<file path="config.mk">
export PLATFORM = sky130hd
export DESIGN_NAME = adc_channel_scan_sequencer
export DESIGN_NICKNAME = d
export VERILOG_FILES = /design/src/hw/rtl/acss_pkg.sv /design/src/hw/rtl/adc_channel_scan_sequencer.sv /design/src/hw/rtl/acss_seq.sv /design/src/hw/rtl/acss_buf.sv
export SDC_FILE = /design/constraint.sdc
export NUM_CORES = 1
export LEC_CHECK = 0
export ABC_AREA = 1
export ABC_CLOCK_PERIOD_IN_PS = 3300
export BUFFER_PORTS_ARGS = -buffer_cell sky130_fd_sc_hd__buf_4
export CAP_MARGIN = 20
export CORE_MARGIN = 1
export CORE_UTILIZATION = 30
export CTS_BUF_LIST = sky130_fd_sc_hd__clkbuf_8
export CTS_CLUSTER_SIZE = 40
export DETAILED_ROUTE_END_ITERATION = 16
export PLACE_DENSITY = 0.47
export SYNTH_ARGS = -nofsm -noshare
export SYNTH_HDL_FRONTEND = slang
export SYNTH_HIERARCHICAL = 1
export SYNTH_SLANG_ARGS = --single-unit
</file>
<file path="constraint.sdc">
create_clock -name clk -period 3.3 [get_ports clk]
set_input_delay 0.66 -clock clk [delete_from_list [all_inputs] [get_ports clk]]
set_output_delay 0.66 -clock clk [all_outputs]
set_load 0.02 [all_outputs]
</file>
<file path="src/hw/rtl/acss_pkg.sv">
package acss_pkg;

  // Fixed field widths.
  localparam int CH_W     = 3;
  localparam int MASK_W   = 6;
  localparam int CNT_W    = 8;
  localparam int BYTE_W   = 8;
  localparam int SAMPLE_W = 16;

  // Default number of scanned channels.
  localparam int CHANNELS_DEF = 6;

  // Configuration port.
  localparam int ADDR_W  = 4;
  localparam int PDATA_W = 32;
  localparam int REG_W   = 2;
  localparam logic [REG_W-1:0] REG_ENABLE_MASK = 2'd0;
  localparam logic [REG_W-1:0] REG_SAMPLING    = 2'd1;
  localparam logic [REG_W-1:0] REG_EIGHT_BIT   = 2'd2;

  // Scan steps.
  typedef enum logic [2:0] {
    STEP_INIT     = 3'd0,
    STEP_SAMPLING = 3'd1,
    STEP_CONFIG   = 3'd2,
    STEP_WAIT     = 3'd3,
    STEP_READ     = 3'd4
  } step_t;

  // Configuration registers as seen by the sequencer.
  typedef struct packed {
    logic [MASK_W-1:0] enable_mask;
    logic [CNT_W-1:0]  sampling_ticks;
    logic              eight_bit_mode;
  } cfg_t;

  // Per-tick outcome of the sequencer.
  typedef struct packed {
    logic                start;
    logic                stored;
    logic [CH_W-1:0]     mux;
    logic [CH_W-1:0]     wr_ch;
    logic [SAMPLE_W-1:0] wr_data;
  } seq_out_t;

endpackage

</file>
<file path="src/hw/rtl/adc_channel_scan_sequencer.sv">
// Round-robin scan sequencer for a multi-channel converter.
// The slave stream carries one handler tick per transfer:
//   s_tdata = {query_channel, result_high_byte, result_low_byte, converter_busy}.
// The master stream returns one result per tick:
//   m_tdata = {query_value, sample_stored, mux_channel, start_conversion}.
// Each tick steps the scan machine once (init, sampling, config, wait, read),
// stores the converter result in the channel buffer on the read step and
// returns the buffered value of the query channel, including this tick's write.
// A result is valid in the cycle after its input transfer. Throughput
// is one tick per cycle while the receiver keeps up, set by the single
// output register; a new tick is taken whenever the output register is
// empty or is being drained in the same cycle.
// When the receiver stalls, the result stays in the output register and
// s_tready drops until it is taken.
// Reset (synchronous, active high) puts the machine in the init step with
// the channel pointer on the last channel, clears the buffer and restores
// the registers: all channels enabled, no sampling delay, ten-bit mode.
// Registers (APB, 4-byte stride): 0 enable mask, 1 sampling ticks,
// 2 eight-bit mode. Change them only while no tick is outstanding.
module adc_channel_scan_sequencer #(
  parameter int CHANNELS = acss_pkg::CHANNELS_DEF
) (
  input  logic                          clk,
  input  logic                          rst,
  input  logic                          s_tvalid,
  output logic                          s_tready,
  // [0] converter_busy, [8:1] result_low_byte, [16:9] result_high_byte,
  // [19:17] query_channel, [23:20] zero
  input  logic [23:0]                   s_tdata,
  output logic                          m_tvalid,
  input  logic                          m_tready,
  // [0] start_conversion, [3:1] mux_channel, [4] sample_stored,
  // [20:5] query_value, [23:21] zero
  output logic [23:0]                   m_tdata,
  input  logic                          psel,
  input  logic                          penable,
  input  logic                          pwrite,
  input  logic [acss_pkg::ADDR_W-1:0]   paddr,
  input  logic [acss_pkg::PDATA_W-1:0]  pwdata,
  output logic [acss_pkg::PDATA_W-1:0]  prdata,
  output logic                          pready
);
  import acss_pkg::*;

  cfg_t                cfg;
  seq_out_t            res;
  logic                accept;
  logic                cfg_wr;
  logic [REG_W-1:0]    reg_idx;
  logic [SAMPLE_W-1:0] query_value;
  logic [20:0]         out_word;

  // Stream handshake: the output register frees up as it is drained.
  assign s_tready = !m_tvalid || m_tready;
  assign accept   = s_tvalid && s_tready;

  // Configuration registers.
  assign pready  = 1'b1;
  assign cfg_wr  = psel && penable && pwrite && pready;
  assign reg_idx = paddr[ADDR_W-1:2];

  always_ff @(posedge clk) begin
    if (rst) begin
      cfg.enable_mask    <= '1;
      cfg.sampling_ticks <= '0;
      cfg.eight_bit_mode <= 1'b0;
    end else if (cfg_wr) begin
      unique case (reg_idx)
        REG_ENABLE_MASK: cfg.enable_mask    <= pwdata[MASK_W-1:0];
        REG_SAMPLING:    cfg.sampling_ticks <= pwdata[CNT_W-1:0];
        REG_EIGHT_BIT:   cfg.eight_bit_mode <= pwdata[0];
        default: begin
        end
      endcase
    end
  end

  always_comb begin
    prdata = '0;
    unique case (reg_idx)
      REG_ENABLE_MASK: prdata = {{(PDATA_W - MASK_W){1'b0}}, cfg.enable_mask};
      REG_SAMPLING:    prdata = {{(PDATA_W - CNT_W){1'b0}}, cfg.sampling_ticks};
      REG_EIGHT_BIT:   prdata = {{(PDATA_W - 1){1'b0}}, cfg.eight_bit_mode};
      default:         prdata = '0;
    endcase
  end

  // Scan machine.
  acss_seq #(
    .CHANNELS(CHANNELS)
  ) u_seq (
    .clk    (clk),
    .rst    (rst),
    .advance(accept),
    .busy   (s_tdata[0]),
    .lo     (s_tdata[8:1]),
    .hi     (s_tdata[16:9]),
    .cfg    (cfg),
    .res    (res)
  );

  // Channel result buffer.
  acss_buf #(
    .CHANNELS(CHANNELS)
  ) u_buf (
    .clk        (clk),
    .rst        (rst),
    .wr_en      (accept && res.stored),
    .wr_ch      (res.wr_ch),
    .wr_data    (res.wr_data),
    .query      (s_tdata[19:17]),
    .query_value(query_value)
  );

  assign out_word = {query_value, res.stored, res.mux, res.start};

  // Output register.
  always_ff @(posedge clk) begin
    if (rst) begin
      m_tvalid <= 1'b0;
    end else if (accept) begin
      m_tvalid <= 1'b1;
    end else if (m_tready) begin
      m_tvalid <= 1'b0;
    end
  end

  always_ff @(posedge clk) begin
    if (accept) begin
      m_tdata <= {3'b000, out_word};
    end
  end

endmodule

</file>
<file path="src/hw/rtl/acss_seq.sv">
module acss_seq #(
  parameter int CHANNELS = acss_pkg::CHANNELS_DEF
) (
  input  logic                     clk,
  input  logic                     rst,
  input  logic                     advance,
  input  logic                     busy,
  input  logic [acss_pkg::BYTE_W-1:0] lo,
  input  logic [acss_pkg::BYTE_W-1:0] hi,
  input  acss_pkg::cfg_t           cfg,
  output acss_pkg::seq_out_t       res
);
  import acss_pkg::*;

  localparam logic [CH_W-1:0] LAST_CH = CH_W'(CHANNELS - 1);

  step_t            step, step_next;
  logic [CH_W-1:0]  cur, cur_next;
  logic [CNT_W-1:0] count, count_next;
  logic [CH_W-1:0]  mux, mux_next;
  logic [CH_W-1:0]  ch_inc;
  logic [7:0]       mask_ext;
  logic             inc_enabled;

  // Next channel in round-robin order; channels without a mask bit read as disabled.
  assign ch_inc      = (cur == LAST_CH) ? '0 : cur + CH_W'(1);
  assign mask_ext    = {{(8 - MASK_W){1'b0}}, cfg.enable_mask};
  assign inc_enabled = mask_ext[ch_inc];

  // Next step.
  always_comb begin
    step_next = step;
    unique case (step)
      STEP_INIT:     if (inc_enabled) step_next = STEP_SAMPLING;
      STEP_SAMPLING: if (count == '0) step_next = STEP_CONFIG;
      STEP_CONFIG:   step_next = STEP_WAIT;
      STEP_WAIT:     if (!busy) step_next = STEP_READ;
      STEP_READ:     step_next = STEP_INIT;
      default:       step_next = STEP_INIT;
    endcase
  end

  // Data path and per-tick outputs.
  always_comb begin
    cur_next    = cur;
    count_next  = count;
    mux_next    = mux;
    res.start   = 1'b0;
    res.stored  = 1'b0;
    res.wr_ch   = cur;
    res.wr_data = cfg.eight_bit_mode ? {{(SAMPLE_W - BYTE_W){1'b0}}, hi} : {hi, lo};
    unique case (step)
      STEP_INIT: begin
        cur_next = ch_inc;
        if (inc_enabled) count_next = cfg.sampling_ticks;
      end
      STEP_SAMPLING: begin
        if (count != '0) count_next = count - CNT_W'(1);
      end
      STEP_CONFIG: begin
        mux_next  = cur;
        res.start = 1'b1;
      end
      STEP_READ: begin
        res.stored = 1'b1;
      end
      default: begin
      end
    endcase
    res.mux = mux_next;
  end

  // State registers advance once per accepted tick.
  always_ff @(posedge clk) begin
    if (rst) begin
      step  <= STEP_INIT;
      cur   <= LAST_CH;
      count <= '0;
      mux   <= '0;
    end else if (advance) begin
      step  <= step_next;
      cur   <= cur_next;
      count <= count_next;
      mux   <= mux_next;
    end
  end

endmodule

</file>
<file path="src/hw/rtl/acss_buf.sv">
module acss_buf #(
  parameter int CHANNELS = acss_pkg::CHANNELS_DEF
) (
  input  logic                          clk,
  input  logic                          rst,
  input  logic                          wr_en,
  input  logic [acss_pkg::CH_W-1:0]     wr_ch,
  input  logic [acss_pkg::SAMPLE_W-1:0] wr_data,
  input  logic [acss_pkg::CH_W-1:0]     query,
  output logic [acss_pkg::SAMPLE_W-1:0] query_value
);
  import acss_pkg::*;

  localparam int IDX_W = (CHANNELS > 1) ? $clog2(CHANNELS) : 1;

  logic [SAMPLE_W-1:0] samples [CHANNELS];
  logic [SAMPLE_W-1:0] rd_data;

  // Per-channel result store, cleared at reset.
  always_ff @(posedge clk) begin
    if (rst) begin
      for (int i = 0; i < CHANNELS; i++) samples[i] <= '0;
    end else if (wr_en) begin
      samples[wr_ch[IDX_W-1:0]] <= wr_data;
    end
  end

  // The query sees this tick's write, and out-of-range channels read as zero.
  // The range check is one bit wider so that a full set of eight channels fits.
  always_comb begin
    rd_data = '0;
    if ({1'b0, query} < (CH_W + 1)'(CHANNELS)) rd_data = samples[query[IDX_W-1:0]];
    if (wr_en && (wr_ch == query)) rd_data = wr_data;
  end

  assign query_value = rd_data;

endmodule

</file>
==> impl_metrics.ini <==
[clock_tree]
cts_root_buf = clkbuf_8
post_cts.repair.setup_buffers = 0
htree_levels = 4
clk_path_buf_depth = 2
cts_buffers = 17
cts_resized = 0
clock_sinks = 150
tritoncts = done
clk_pin_slew_ps = 90
clk_latency_ps = 460
holdBufCountCts = 0

[hold_path]
hold_depth = 3
hold_path.class = input port to flip-flop

[power]
p_leak_nw = 4.04
p_seq_share_pct = 48.9
switching_share_pct = 34.3
power_density_nw_per_um2 = 523
power_frac_clock_pct = 28.1
peakVddDrop_mv = 0.194
p_switching_mw = 1.60
p_int_mw = 3.07
p_comb_share_pct = 23.0

[sta]
maxSlewHeadroom_pct = 50.1
max_freq_mhz = 412
rsz0062_at_grt = false
setup_slack_ps = 875
fin_tns_setup_ps = 0
hold_viol = 0
finalCriticalPeriod_ps = 2420
period_share_pct = 73.5
slew_viol_final = 0
setup_viol = 0
holdWs_ps = 419
finClkSkew_ps = 19.8
tightest_slew_ps = 747

[worst_setup_path]
cp_slowest_cell = dfxtp_1
r2r_cells = 11
start_kind = flip-flop
cp-end-kind = flip-flop
crit_chain = inv_1 -> nor3_1 -> inv_1 -> nor2_1 -> inv_1 -> nor2_4 -> inv_2 -> nor3_4 -> nand2_2 -> nand2_1 -> buf_12
r2r_setup_slack_ps = 880
cp_num_buf_inv = 5
cpPeakStageDelay_ps = 400
worstPathRequired_ps = 3460
path_max_fanout = 19
cp_data_arrival_time_ps = 2590
crit_top_cell = inv_1
path_class = flip-flop to flip-flop
worst-path-stages = 11
cpLargestDelayFamily = simple AND/OR/NAND/NOR gates

[drt]
first_iter_violations = 292
dr.pass1.iters = 5
drcViolationCount = 0
num_vias = 6027
drtAntennaViolNets = 0
wire_per_inst_um = 15.0
finalWirelength_um = 20600
drt-vias-per-instance = 4.39

[finish]
diodes = 0
areaGrowthSynthToFinish_pct = 14.7
ff_latch_area_um2 = 4170
nFillCells = 2709
utilization_pct = 35.2
multiInputGateArea_um2 = 2710
nets = 1098
final_area_um2 = 8920
drive_gt1_share_pct = 14.0

[synth]
yosys_warnings = 6
yosysSeqAreaShare_pct = 53.7
yosys.area.top_type = edfxtp_1
ys_seq_elements = 150
syn_area_per_cell_um2 = 8.12
synth_cell_types = 32
netlist_area_um2 = 7770
synth.area.top_cells = edfxtp_1, nand2_1, dfxtp_1
synth_top_area_share_pct = 45.2
synthCells = 958

[floorplan]
dieArea_um2 = 26600
die_w_um = 163
core-area_um2 = 25300
dieHeight_um = 163
initial_core_util_pct = 30.7
pin_count = 126
rows = 58

[global_routing]
grt-ovfl-total = 0
grt_pass1_vias = 5728
grt_pass1_wl_um = 31600
antenna_found_initial = 0
grt_usage_pct = 16.0
grt_max_degree = 35

[placed_design]
dp_hpwl_um = 14000
post-place-ws_ps = 660
io_buffers = 67
place.gp.congestion = 0.765
place_area_um2 = 8570

[run]
max-cap-violations = 0

[run_status]
status = completed
metrics by stage:
stage	total power [mW]	cells
6_report	4.67	1372
3_5_place_dp	3.40	1340
2_1_floorplan	3.12	984
4_1_cts	4.71	1372
3_3_place_gp	3.40	1340
5_1_grt	4.96	1372
cells in the final DEF (no fill, tap or decap), drive strengths merged, types with 2 or more instances in the layout:
| master | instances |
|---|---|
| o21ai | 16 |
| inv | 158 |
| dfxtp | 33 |
| edfxtp | 117 |
| a21oi | 17 |
| clkinv | 3 |
| nor3 | 5 |
| nand3 | 109 |
| buf | 89 |
| or2 | 2 |
| ha | 2 |
| nand2 | 251 |
| conb | 28 |
| nor2 | 176 |
| nand4 | 6 |
| clkbuf | 17 |
| clkinvlp | 4 |
| a22o | 5 |
worst register-to-register path: stages (launching register included):
cell and delay, ps:
dfxtp_1 400, inv_1 90, nor3_1 200, inv_1 60, nor2_1 230, inv_1 120
nor2_4 100, inv_2 180, nor3_4 220, nand2_2 70, nand2_1 250, buf_12 200
synth_stat cells, drive strengths merged:
cell type	number
a21oi	17
a21boi	1
inv	150
conb	2
nor2	176
dfxtp	33
a41o	1
o22ai	1
a22o	5
clkbuf	9
buf	54
o31ai	1
nand2	251
o21ai	16
ha	2
nand4	6
edfxtp	117
nor3	5
nand3	109
or2	2
cells by family (layout without fill, tap and decap cells):
family / Yosys count / count (layout) / share of synthesized area (%)
other: 2 / 28 / 0.0966
AOI/OAI and AO/OA: 42 / 42 / 3.14
buffers and inverters: 213 / 271 / 12.7
adders and majority gates: 2 / 2 / 0.322
and+or+nand+nor: 549 / 549 / 30.1
DFF: 150 / 150 / 53.7
area by class of cell:
type | count | share of cell area (%)
clock buffer | 17 | 2.62
clock inverter | 15 | 1.33
multi-input combinational | 621 | 30.4
timing repair buffer | 89 | 7.91
tap | 330 | 4.63
sequential | 150 | 46.8
inverter | 150 | 6.31
sequential cells by signal, summed over array words and instances (netlist names):
register / flops
u_buf/samples: 96
m_tdata: 21
cfg: 15
u_seq/count: 8
u_seq/cur: 3
u_seq/mux: 3
u_seq/step: 3
m_tvalid: 1
power by group through the flow:
stage	Clock [mW]	Combinational [mW]	Sequential, mW
2_1_floorplan	0	0.793	2.33
3_3_place_gp	0	1.07	2.33
3_5_place_dp	0	1.08	2.33
4_1_cts	1.35	1.08	2.28
5_1_grt	1.43	1.23	2.30
6_report	1.31	1.07	2.28
metal layers:
layer | up-vias | share of wire (%) | track usage (%)
met5 | - | 0 | 0
met4 | 0 | 1.6 | 4.93
met3 | 15 | 4.9 | 3.97
met2 | 129 | 49 | 27.3
met1 | 2779 | 45 | 19.8
li1 | 3104 | - | -
final timing paths:
path,from,endpoint
worst max-delay path,u_seq/step[2],u_buf/samples[3][0]
worst max register to register,u_seq/step[2],u_buf/samples[3][0]
worst min register to register,cfg[14],cfg[14]
worst min-delay path,pwdata[1],cfg[10]
Power figures use the tool's default switching activity.
